--- src/rtl/olpar_pkg.sv ---
// ----------------------------------------------------------------------------
// olpar_pkg: shared types and constants for the ordered key list
// Operation and status codes, request and result word layouts, defaults.
// ----------------------------------------------------------------------------
package olpar_pkg;

   // field widths
   localparam int KeyW    = 10;
   localparam int OpW     = 2;
   localparam int StatusW = 3;
   localparam int PosW    = 4;
   localparam int CountW  = 5;

   // defaults
   localparam int          DefDepth  = 16;
   localparam logic [KeyW-1:0] MaxKeyReset = KeyW'(999);

   typedef enum logic [OpW-1:0] {
      OpAppend = 2'd0,
      OpUrgent = 2'd1,
      OpRemove = 2'd2,
      OpUnused = 2'd3
   } op_type;

   typedef enum logic [StatusW-1:0] {
      StDone    = 3'd0,
      StFull    = 3'd1,
      StDup     = 3'd2,
      StMissing = 3'd3,
      StInvalid = 3'd4
   } status_type;

   typedef struct packed {
      op_type          op;
      logic [KeyW-1:0] key;
   } req_type;

   typedef struct packed {
      status_type        status;
      logic [PosW-1:0]   position;
      logic [CountW-1:0] count;
   } rsp_type;

   typedef enum logic [1:0] {
      StateIdle,
      StateScan,
      StateIns,
      StateRm
   } state_type;

endpackage

--- src/rtl/olpar_store.sv ---
// ----------------------------------------------------------------------------
// olpar_store: key storage
// One write port, one read port with registered read data.
// ----------------------------------------------------------------------------
module olpar_store #(
   parameter int DEPTH = olpar_pkg::DefDepth,
   localparam int IdxW = $clog2(DEPTH)
) (
   input  logic                        clock,
   input  logic                        we,
   input  logic [IdxW-1:0]             waddr,
   input  logic [olpar_pkg::KeyW-1:0]  wdata,
   input  logic [IdxW-1:0]             raddr,
   output logic [olpar_pkg::KeyW-1:0]  rdata
);

   logic [olpar_pkg::KeyW-1:0] mem [DEPTH];
   logic [olpar_pkg::KeyW-1:0] rdata_ff;

   // write port
   always_ff @(posedge clock) begin
      if (we) begin
         mem[waddr] <= wdata;
      end
   end

   // registered read port
   always_ff @(posedge clock) begin
      rdata_ff <= mem[raddr];
   end

   assign rdata = rdata_ff;

endmodule

--- src/rtl/olpar_ctrl.sv ---
// ----------------------------------------------------------------------------
// olpar_ctrl: list sequencer
// Scans the stored keys one word a cycle through a single comparator, then
// moves entries one slot a cycle for head insert or removal.
// ----------------------------------------------------------------------------
module olpar_ctrl #(
   parameter int DEPTH = olpar_pkg::DefDepth,
   localparam int IdxW = $clog2(DEPTH),
   localparam int CntW = $clog2(DEPTH + 1)
) (
   input  logic                        clock,
   input  logic                        reset,
   input  logic                        start,
   output logic                        busy,
   input  olpar_pkg::req_type          req,
   input  logic [olpar_pkg::KeyW-1:0]  max_key,
   output logic                        mem_we,
   output logic [IdxW-1:0]             mem_waddr,
   output logic [olpar_pkg::KeyW-1:0]  mem_wdata,
   output logic [IdxW-1:0]             mem_raddr,
   input  logic [olpar_pkg::KeyW-1:0]  mem_rdata,
   output logic                        rsp_valid,
   output olpar_pkg::rsp_type          rsp
);

   localparam int PosW   = olpar_pkg::PosW;
   localparam int CountW = olpar_pkg::CountW;

   olpar_pkg::state_type         state_ff, state_in;
   olpar_pkg::op_type            op_ff, op_in;
   logic [olpar_pkg::KeyW-1:0]   key_ff, key_in;
   logic [CntW-1:0]              occ_ff, occ_in;
   logic [CntW-1:0]              idx_ff, idx_in;
   logic                         pend_ff, pend_in;
   logic [IdxW-1:0]              wa_ff, wa_in;
   logic [IdxW-1:0]              pos_ff, pos_in;
   logic                         rsp_valid_ff, rsp_valid_in;
   olpar_pkg::rsp_type           rsp_ff, rsp_in;

   logic [CntW-1:0] idx_inc, idx_dec;
   logic            key_ok;
   logic            match;

   assign idx_inc = idx_ff + CntW'(1);
   assign idx_dec = idx_ff - CntW'(1);
   assign key_ok  = (req.key != '0) && (req.key <= max_key);
   // the shared comparator: last read word against the request key
   assign match   = pend_ff && (mem_rdata == key_ff);

   // state and control registers
   always_ff @(posedge clock) begin
      if (reset) begin
         state_ff     <= olpar_pkg::StateIdle;
         occ_ff       <= '0;
         pend_ff      <= 1'b0;
         rsp_valid_ff <= 1'b0;
      end else begin
         state_ff     <= state_in;
         occ_ff       <= occ_in;
         pend_ff      <= pend_in;
         rsp_valid_ff <= rsp_valid_in;
      end
   end

   // payload registers
   always_ff @(posedge clock) begin
      op_ff  <= op_in;
      key_ff <= key_in;
      idx_ff <= idx_in;
      wa_ff  <= wa_in;
      pos_ff <= pos_in;
      rsp_ff <= rsp_in;
   end

   // next state and datapath control
   always_comb begin
      state_in        = state_ff;
      op_in           = op_ff;
      key_in          = key_ff;
      occ_in          = occ_ff;
      idx_in          = idx_ff;
      pend_in         = pend_ff;
      wa_in           = wa_ff;
      pos_in          = pos_ff;
      rsp_valid_in    = 1'b0;
      rsp_in          = rsp_ff;
      mem_we          = 1'b0;
      mem_waddr       = wa_ff;
      mem_wdata       = mem_rdata;
      mem_raddr       = idx_ff[IdxW-1:0];

      unique case (state_ff)
         olpar_pkg::StateIdle: begin
            if (start) begin
               op_in           = req.op;
               key_in          = req.key;
               idx_in          = '0;
               pend_in         = 1'b0;
               rsp_in.position = '0;
               unique case (req.op) inside
                  olpar_pkg::OpAppend, olpar_pkg::OpUrgent: begin
                     if (occ_ff == CntW'(DEPTH)) begin
                        rsp_valid_in  = 1'b1;
                        rsp_in.status = olpar_pkg::StFull;
                     end else if (!key_ok) begin
                        rsp_valid_in  = 1'b1;
                        rsp_in.status = olpar_pkg::StInvalid;
                     end else begin
                        state_in = olpar_pkg::StateScan;
                     end
                  end
                  olpar_pkg::OpRemove: begin
                     if (!key_ok) begin
                        rsp_valid_in  = 1'b1;
                        rsp_in.status = olpar_pkg::StInvalid;
                     end else begin
                        state_in = olpar_pkg::StateScan;
                     end
                  end
                  default: begin
                     rsp_valid_in  = 1'b1;
                     rsp_in.status = olpar_pkg::StInvalid;
                  end
               endcase
            end
         end

         // read one word a cycle, compare the word read the cycle before
         olpar_pkg::StateScan: begin
            if (match) begin
               pend_in = 1'b0;
               if (op_ff == olpar_pkg::OpRemove) begin
                  // found at idx-1; the move starts by reading idx
                  pos_in   = idx_dec[IdxW-1:0];
                  state_in = olpar_pkg::StateRm;
               end else begin
                  rsp_valid_in    = 1'b1;
                  rsp_in.status   = olpar_pkg::StDup;
                  rsp_in.position = '0;
                  state_in        = olpar_pkg::StateIdle;
               end
            end else if (idx_ff == occ_ff) begin
               pend_in = 1'b0;
               unique case (op_ff)
                  olpar_pkg::OpAppend: begin
                     mem_we          = 1'b1;
                     mem_waddr       = occ_ff[IdxW-1:0];
                     mem_wdata       = key_ff;
                     occ_in          = occ_ff + CntW'(1);
                     rsp_valid_in    = 1'b1;
                     rsp_in.status   = olpar_pkg::StDone;
                     rsp_in.position = PosW'(occ_ff);
                     state_in        = olpar_pkg::StateIdle;
                  end
                  olpar_pkg::OpUrgent: begin
                     idx_in   = occ_ff;
                     state_in = olpar_pkg::StateIns;
                  end
                  default: begin
                     rsp_valid_in    = 1'b1;
                     rsp_in.status   = olpar_pkg::StMissing;
                     rsp_in.position = '0;
                     state_in        = olpar_pkg::StateIdle;
                  end
               endcase
            end else begin
               idx_in  = idx_inc;
               pend_in = 1'b1;
            end
         end

         // move entries back one slot, last to first, then put key at head
         olpar_pkg::StateIns: begin
            if (pend_ff) begin
               mem_we = 1'b1;
            end
            if (idx_ff != '0) begin
               mem_raddr = idx_dec[IdxW-1:0];
               wa_in     = idx_ff[IdxW-1:0];
               idx_in    = idx_dec;
               pend_in   = 1'b1;
            end else if (pend_ff) begin
               pend_in = 1'b0;
            end else begin
               mem_we          = 1'b1;
               mem_waddr       = '0;
               mem_wdata       = key_ff;
               occ_in          = occ_ff + CntW'(1);
               rsp_valid_in    = 1'b1;
               rsp_in.status   = olpar_pkg::StDone;
               rsp_in.position = '0;
               state_in        = olpar_pkg::StateIdle;
            end
         end

         // move later entries forward one slot
         olpar_pkg::StateRm: begin
            if (pend_ff) begin
               mem_we = 1'b1;
            end
            if (idx_ff != occ_ff) begin
               mem_raddr = idx_ff[IdxW-1:0];
               wa_in     = idx_dec[IdxW-1:0];
               idx_in    = idx_inc;
               pend_in   = 1'b1;
            end else begin
               pend_in         = 1'b0;
               occ_in          = occ_ff - CntW'(1);
               rsp_valid_in    = 1'b1;
               rsp_in.status   = olpar_pkg::StDone;
               rsp_in.position = PosW'(pos_ff);
               state_in        = olpar_pkg::StateIdle;
            end
         end

         default: begin
            state_in = olpar_pkg::StateIdle;
         end
      endcase

      if (rsp_valid_in) begin
         rsp_in.count = CountW'(occ_in);
      end
   end

   assign busy      = (state_ff != olpar_pkg::StateIdle);
   assign rsp_valid = rsp_valid_ff;
   assign rsp       = rsp_ff;

endmodule

--- src/rtl/ordered_list_push_append_remove.sv ---
// ----------------------------------------------------------------------------
// ordered_list_push_append_remove: ordered key list with delete by key
// Keeps up to DEPTH nonzero keys in order; append, head insert, remove.
// ----------------------------------------------------------------------------
// Usage:
//   Request: drive req_data (op, key) and raise start; the word is taken at
//   the clock edge where start is high and busy is low. busy stays high
//   while the list works on it.
//   Result: rsp_data (status, position, count) is shown for one cycle with
//   rsp_valid high. There is no back-pressure; the receiver must take it.
//   Config: csr_data holds max_key, written when csr_valid and csr_ready.
// Flow, from acceptance to rsp_valid:
//   rejected at once (full, bad key, unused op): no scan
//   append or duplicate: scan the list (one comparator, one word a cycle)
//   head insert: scan the whole list, then one move a cycle
//   remove: scan to the key, then move the tail forward
//   The worst case is a head insert with DEPTH-1 keys listed, set by the
//   single read port of the key store. A new request may be given in
//   the cycle the result shows.
// Reset empties the list (count to zero) and sets max_key to 999; the key
// store itself is not swept, what slots at or past the count hold is never used.
// ----------------------------------------------------------------------------
module ordered_list_push_append_remove #(
   parameter int DEPTH = olpar_pkg::DefDepth
) (
   input  logic                        clock,
   input  logic                        reset,
   input  logic                        start,
   output logic                        busy,
   input  olpar_pkg::req_type          req_data,
   output logic                        rsp_valid,
   output olpar_pkg::rsp_type          rsp_data,
   input  logic                        csr_valid,
   output logic                        csr_ready,
   input  logic [olpar_pkg::KeyW-1:0]  csr_data
);

   localparam int IdxW = $clog2(DEPTH);

   logic [olpar_pkg::KeyW-1:0] max_key_ff;
   logic                       mem_we;
   logic [IdxW-1:0]            mem_waddr;
   logic [IdxW-1:0]            mem_raddr;
   logic [olpar_pkg::KeyW-1:0] mem_wdata;
   logic [olpar_pkg::KeyW-1:0] mem_rdata;

   // max_key register
   assign csr_ready = 1'b1;

   always_ff @(posedge clock) begin
      if (reset) begin
         max_key_ff <= olpar_pkg::MaxKeyReset;
      end else if (csr_valid && csr_ready) begin
         max_key_ff <= csr_data;
      end
   end

   olpar_ctrl #(
      .DEPTH (DEPTH)
   ) u_ctrl (
      .clock     (clock),
      .reset     (reset),
      .start     (start),
      .busy      (busy),
      .req       (req_data),
      .max_key   (max_key_ff),
      .mem_we    (mem_we),
      .mem_waddr (mem_waddr),
      .mem_wdata (mem_wdata),
      .mem_raddr (mem_raddr),
      .mem_rdata (mem_rdata),
      .rsp_valid (rsp_valid),
      .rsp       (rsp_data)
   );

   olpar_store #(
      .DEPTH (DEPTH)
   ) u_store (
      .clock (clock),
      .we    (mem_we),
      .waddr (mem_waddr),
      .wdata (mem_wdata),
      .raddr (mem_raddr),
      .rdata (mem_rdata)
   );

   // an accepted word either starts work or answers at once
   a_accept_progress: assert property (@(posedge clock) disable iff (reset)
      (start && !busy) |=> (busy || rsp_valid))
      else $error("accepted request neither busy nor answered");

   // position is zero unless the request was done
   a_pos_zero: assert property (@(posedge clock) disable iff (reset)
      (rsp_valid && rsp_data.status != olpar_pkg::StDone) |-> (rsp_data.position == '0))
      else $error("nonzero position on a refused request");

   // a full answer reports a full list
   a_full_count: assert property (@(posedge clock) disable iff (reset)
      (rsp_valid && rsp_data.status == olpar_pkg::StFull)
         |-> (rsp_data.count == olpar_pkg::CountW'(DEPTH)))
      else $error("full status with list not full");

   // no result while the sequencer is still busy
   a_no_rsp_busy: assert property (@(posedge clock) disable iff (reset)
      rsp_valid |-> !busy)
      else $error("result shown while busy");

endmodule

--- config.mk ---
export PLATFORM = sky130hd
export DESIGN_NAME = ordered_list_push_append_remove
export DESIGN_NICKNAME = d
export VERILOG_FILES = /design/src/rtl/olpar_pkg.sv /design/src/rtl/olpar_store.sv /design/src/rtl/olpar_ctrl.sv /design/src/rtl/ordered_list_push_append_remove.sv
export SDC_FILE = /design/constraint.sdc
export NUM_CORES = 1
export LEC_CHECK = 0
export BUFFER_PORTS_ARGS = -buffer_cell sky130_fd_sc_hd__buf_4
export CAP_MARGIN = 40
export CORE_ASPECT_RATIO = 1.5
export CORE_MARGIN = 8
export CORE_UTILIZATION = 30
export DETAILED_ROUTE_END_ITERATION = 16
export HOLD_SLACK_MARGIN = 0.06
export PLACE_DENSITY = 0.49
export SYNTH_ARGS = -nofsm -noshare
export SYNTH_HDL_FRONTEND = slang
export SYNTH_HIERARCHICAL = 1
export SYNTH_SLANG_ARGS = --single-unit
--- constraint.sdc ---
create_clock -name clock -period 3.2 [get_ports clock]
set_input_delay 0.16 -clock clock [delete_from_list [all_inputs] [get_ports clock]]
set_output_delay 0.16 -clock clock [all_outputs]
set_load 0.005 [all_outputs]
* After elaboration in Yosys (flattened, before gate mapping)
Memory sizes are Yosys's and may differ from the RTL's. A register that Yosys moved wholly into a read port is not among the register bits.
Index checks and enable logic that the tools add are counted.
** Storage, ports and cells
- Word-level logic and storage cells :: 141
- Register bits :: 56
- Memories kept :: 1
- RAM bits :: 160
- Output and inout bits :: 15
- Input port bits :: 26
** Operators by class
- $add $sub $neg :: 4
- Eq/ne operators :: 24
- Mux-type cells :: 82
- $lt $le $gt $ge :: 1
- Reductions and logical operators :: 16
** Memory list
- u_store.mem :: depth 16, width 10, rd ports 1, clocked after memory_dff 1, write ports 1, line olpar_store.sv:17 : logic [olpar_pkg::KeyW-1:0] mem [DEPTH];
** Operator list (count)
- $mux W5 :: 12
- $mux W10 :: 5
- $mux W7 :: 7
- $mux W4 :: 9
- $pmux W7 S4 :: 1
- $mux W1 :: 23
- $mux W2 :: 10
- $pmux W10 S2 :: 1
- $pmux W5 S4 :: 1
- $pmux W4 S2 :: 2
- $pmux W5 S3 :: 1
- $pmux W7 S2 :: 1
- $reduce_and A7 Y1 :: 2
- $add A5 B1 Y5 const B :: 2
- $eq A10 B10 Y1 :: 1
- $le A10 B10 Y1 :: 1
- $ne A2 B2 Y1 const B :: 5
- $reduce_bool A10 Y1 :: 1
- $sub A5 B1 Y5 const B :: 2
- $ne A3 B3 Y1 const B :: 3
- $eq A2 B2 Y1 const B :: 4
- $pmux W1 S4 :: 2
- $pmux W2 S4 :: 1
- $eq A2 B1 Y1 const B :: 3
- 19 further kinds :: 27

* Longest topological paths before layout
- Depth after elaboration :: 7
- Mapped depth :: 13
- Gate-level depth less buffers :: 10

* Modules after synthesis
The synthesis kept the hierarchy.
** Modules (own cells, without submodules)
- olpar_store :: area an instance 6353.6 µm², cells an instance 279, seq. area each 5004.8 µm², instances 1
- olpar_ctrl :: area an instance 3465.8 µm², cells an instance 375, seq. area each 1291.2 µm², instances 1
- ordered_list_push_append_remove :: area an instance 384.1 µm², cells an instance 34, seq. area each 200.2 µm², instances 1

* Worst setup path after synthesis
Ideal clock, no wire load.
- Path type :: flip-flop to flip-flop
- Start :: register u_ctrl.idx_ff[0]
- End :: memory u_store/mem[0][0] in the netlist's numbering, enable pin
- Path buffers :: 3
- Path slack :: -0.215 ns
- Setup time :: 0.390 ns
- Cell stages (with the launch flop) :: 12
- Required time :: 2.810 ns
- Period minus slack after synthesis :: 3.415 ns
- Data arrival time :: 3.025 ns
- Cells stage by stage :: edfxtp_1 > buf_6 > xor2_1 > nor4_2 > buf_4 > a21o_2 > o2111ai_4 > buf_6 > o21ai_1 > o21ai_0 > or3b_1 > nor3_1
** On the way
- Elaborated cells on any way between the ends :: 12
- Classes of those cells :: eq/ne (1); mux (10); reduce/logical (1)
** RTL lines
- start: declaration :: line olpar_ctrl.sv:33 : logic [CntW-1:0] idx_ff, idx_in;
- start signal: assignment :: line olpar_ctrl.sv:69 : idx_ff <= idx_in;
- $eq A5 B5 Y1 :: line olpar_ctrl.sv:142 : end else if (idx_ff == occ_ff) begin
- $mux W4 :: line olpar_ctrl.sv:142
- $mux W4 :: line olpar_ctrl.sv:130 : if (match) begin
- $pmux W4 S2 * :: line olpar_ctrl.sv:92 : unique case (state_ff)
- via mem_waddr[2] :: line ordered_list_push_append_remove.sv:42 : logic [IdxW-1:0] mem_waddr;
- end: declaration :: line olpar_store.sv:17
The timed path passes the listed nets; every way through them passes the cells marked *.

* Worst setup path after layout
- Start :: register u_ctrl/key_ff[7] in the netlist's numbering
- End :: memory u_store/mem[10][3] in the netlist's numbering, enable pin
** On the way
- Elaborated cells on any way between the ends :: 8
- Classes of those cells :: eq/ne (1); mux (6); reduce/logical (1)
** RTL lines
- start: declaration :: line olpar_ctrl.sv:31 : logic [olpar_pkg::KeyW-1:0] key_ff, key_in;
- start signal: assignment :: line olpar_ctrl.sv:68 : key_ff <= key_in;
- $eq A10 B10 Y1 :: line olpar_ctrl.sv:48 : assign match = pend_ff && (mem_rdata == key_ff);
- $logic_and A1 B1 Y1 :: line olpar_ctrl.sv:48
- $mux W4 :: line olpar_ctrl.sv:130
- $pmux W4 S2 :: line olpar_ctrl.sv:92
- via mem_waddr[3] :: line ordered_list_push_append_remove.sv:42
The timed path passes the listed nets, and every way through them passes these cells.

==> implementation parameters <==
Parameter                              Value

STA
  Peak clock frequency supported by timing    around 330 MHz
  Measured slew at the worst slew-check pin    802 ps
  Ratio of final minimum period to clock period    a little over nine tenths
  Endpoints failing setup    0
  Final setup skew    23.8 ps
  Worst hold slack after final layout    around 370 ps
  Post-layout minimum cycle time    3040 ps
  Slew Limit Headroom    between 40% and 50%
  Max-slew violations    0
  Number of hold-slack violations in the final timing report    0

Finish
  Layout Nets    slightly below 900
  Area of all sequential standard cells    around 6500 µm²
  Diode insertion count for antenna repair    0
  Final standard cell count with taps included and fillers excluded    1269
  Share of layout cells above drive strength 1    25.2%
  Multi-input combinational cell area    around 3400 µm²
  Area growth from synthesis to layout    22.9%
  Final-layout fill cell count    approximately 3200

Floorplan
  Starting Density    slightly above 30%
  Die area    between 40000 and 50000 µm²
  Number of primary I/O pins    between 40 and 50
  Core Rows    just over 80
  Die height    242 µm
  Horizontal die dimension    between 150 and 200 µm
  Total core area    between 30000 and 40000 µm²

GRT
  Largest net degree at the start of global routing    33
  First-pass GRT wire length    between 40000 and 50000 µm
  Antenna violations before repair    0
  Via count of the first global-routing pass    6759
  All-Layer GR Usage    between 10% and 20%
  Gr ovfl total    0

Clock network
  Clock-pin slew reported for the worst setup and hold paths after clock tree synthesis    about 70 ps
  CTS tree    done
  Sink Count    226
  Root cell of the clock tree    sky130_fd_sc_hd__clkbuf_16
  Clock buffers created by TritonCTS    23
  CTS H-tree depth    1
  Clock latency reported for the late side of the worst-skew pair    530 ps
  Buffer depth of the longest clock path    3

Setup path
  Cell at the slowest stage of the critical path    sky130_fd_sc_hd__o31a_1
  WP data arrival    approximately 3300 ps
  Endpoint kind of the worst setup timing path    register
  CP max FO    7
  Crit Path Class    register to register
  Required @ worst endpoint    around 3400 ps
  Crit path largest cell delay    about 440 ps
  Crit-path cells    xnor2_1, nand4_1, o31a_1, o2111ai_4, a21oi_1, o32ai_2, nand3b_1, nor2_1, buf_4
  Family of cells with the greatest summed delay on the critical path    compound AO/OA/AOI/OAI gates
  Type of origin of the critical path    register
  Buf+Inv Stages, Crit Path    1

Power
  Static leakage power    roughly 4.5 nW
  Power Dens Cells    approximately 660 nW/µm²
  Final Total Pwr    8.22 mW
  Worst voltage drop across the vdd grid    0.311 mV

Place
  Final RePlAce weighted congestion    ~0.88
  Number of buffer cells added on primary ports    39
  HPWL reported at the end of detailed placement    roughly 19000 µm
  Number of placed cells counting well taps    roughly 1200

Run status
  Outcome    complete, no violations

Route
  First-iteration detailed-routing DRC count    between 300 and 400
  Post-route DRC violation count    0
  Per-cell via count in the routed design    around 5.0
  Remaining antenna violation count after routing    0
  Iteration count of the initial detailed-routing pass    5
  Aggregate routed wire length    ~27000 µm
  Avg WL per Cell    around 21 µm
  Count of vias placed by the detailed router    ~6300

Synthesis
  Post-synthesis sequential element count    between 200 and 250
  Synthesized-area fraction occupied by adder cells    roughly 2.6%
  Count of different cell masters after synthesis    slightly below 80
  Post-synthesis mux area share    between 9 and 10%
  Main combinational cell family by area after synthesis    compound AO/OA/AOI/OAI gates
  Xor and xnor area share after synthesis    about 2.3%
  Mean post-synth cell area    around 15 µm²
  Synth Area in Compound Gates    approximately a tenth
  Cells after Synth    ~700
  Synthesis warning total    6
  Post-Syn Area    10200 µm²
  Post-synth net total    between 700 and 800
  Register area share after synthesis    roughly 64%
  Simple logic cell fraction of the synthesized area    8.13%
  Dominant register cell in the synthesized netlist    sky130_fd_sc_hd__edfxtp_1
  Share of synthesized registers carrying an async set or reset    0%
  Count of flip-flops with a built-in enable after synthesis    just under 200

Run
  Max Cap Viol    0

Min path
  Type of the tightest min-delay check    input pin to register
routing by layer:
| metal | global-route usage [%] | up-vias | wire length, µm |
|---|---|---|---|
| met4 | 5.66 | 0 | 908 |
| met5 | 0 | - | 0 |
| li1 | - | 2972 | - |
| met3 | 1.71 | 56 | 922 |
| met2 | 26.3 | 147 | 15200 |
| met1 | 13.6 | 3168 | 9900 |
registers in the layout, summed over array words and instances (netlist names):
signal	cells
u_ctrl/pend_ff	1
max_key_ff	10
u_store/rdata	10
u_store/mem	160
u_ctrl/key_ff	10
u_ctrl/pos_ff	4
u_ctrl/occ_ff	5
u_ctrl/rsp_valid	1
u_ctrl/rsp	12
u_ctrl/op_ff	2
u_ctrl/state_ff	2
u_ctrl/wa_ff	4
u_ctrl/idx_ff	5
what timing repair did:
item / CTS / global route
endpoints found under the setup margin: 0 / 111
resized for setup: 0 / 5
endpoints found under the hold margin: 27 / 0
hold buffers: 37 / 0
setup buffers: 0 / 4
metrics by stage:
stage	TNS [ps]	cell area, µm²	util (%)	setup slack [ps]
finish	0	12500	37.5	157
detailed placement	0	11400	34.1	56.9
global placement	0	11400	34.1	54.4
global route	-24.2	12500	37.5	-11.0
floorplan	0	10200	-	11.1
CTS	0	12500	37.4	26.9
synth_stat cells, drive strengths merged, types with 3 or more instances:
cell    instances  area share (%)
a211o           8            0.78
a211oi          6            0.49
a21o            5            0.38
a21oi          23             1.1
a22o            6            0.52
a22oi          22             1.6
a31oi          10            0.76
a32oi           3            0.26
and2            5            0.31
buf            26             2.1
clkbuf          9            0.37
dfxtp          29             5.7
edfxtp        197              58
ha             21             2.6
inv            36             1.3
mux2i           4            0.39
mux4           40             9.3
nand2          47             1.8
nand2b          4            0.25
nand3          16            0.88
nand3b          4            0.29
nand4           5            0.31
nor2           36             1.3
nor2b          14            0.88
nor3           14            0.69
nor4            5            0.52
o21ai          22             1.1
o22ai           4            0.25
o31a            4            0.34
xnor2          19             1.7
xor2            7            0.60
cells in the final DEF (no fill, tap or decap), drive strengths merged, types with 5 or more instances in the layout:
cell / count
a21oi: 23
dfxtp: 29
a211oi: 6
nand2: 47
xnor2: 19
inv: 38
a31oi: 10
clkinv: 5
and2: 5
nor2b: 14
a22o: 6
nor4: 5
mux4: 40
buf: 118
nor3: 14
a21o: 5
a22oi: 22
dlygate4sd3: 37
edfxtp: 197
nand4: 5
xor2: 7
nor2: 36
a211o: 8
nand3: 16
clkbuf: 33
o21ai: 22
ha: 21
final timing paths:
check	cells past startpoint	slack, ps	end	start
setup reg to reg	9	160	u_store/mem[10][3]	u_ctrl/key_ff[7]
setup / recovery	9	160	u_store/mem[10][3]	u_ctrl/key_ff[7]
hold reg to reg	2	560	u_ctrl/rsp[6]	u_ctrl/pos_ff[1]
hold / removal	2	370	u_ctrl/op_ff[0]	req_data[10]
kinds of logic after synthesis:
group	after synthesis
other cells	1
simple gates	162
buf+inv	73
mux	44
fa+ha+maj	21
flops	226
compound gates	135
xor+xnor	26
where the power goes:
part           internal (mW)  switching (mW)  leakage (nW)
Clock                   1.49            1.11         0.350
Combinational          0.770            1.12          2.08
Sequential              3.62           0.106          2.05
Total                   5.88            2.34          4.48
cell type report:
cell class,instances,share of cell area [%]
Sequential cell,226,51.8
Multi-Input combinational cell,389,26.8
Timing Repair Buffer,155,10.3
Clock buffer,33,5.13
Tap cell,420,4.19
Inverter,37,1.11
Clock inverter,9,0.678
Power figures use the tool's default switching activity.
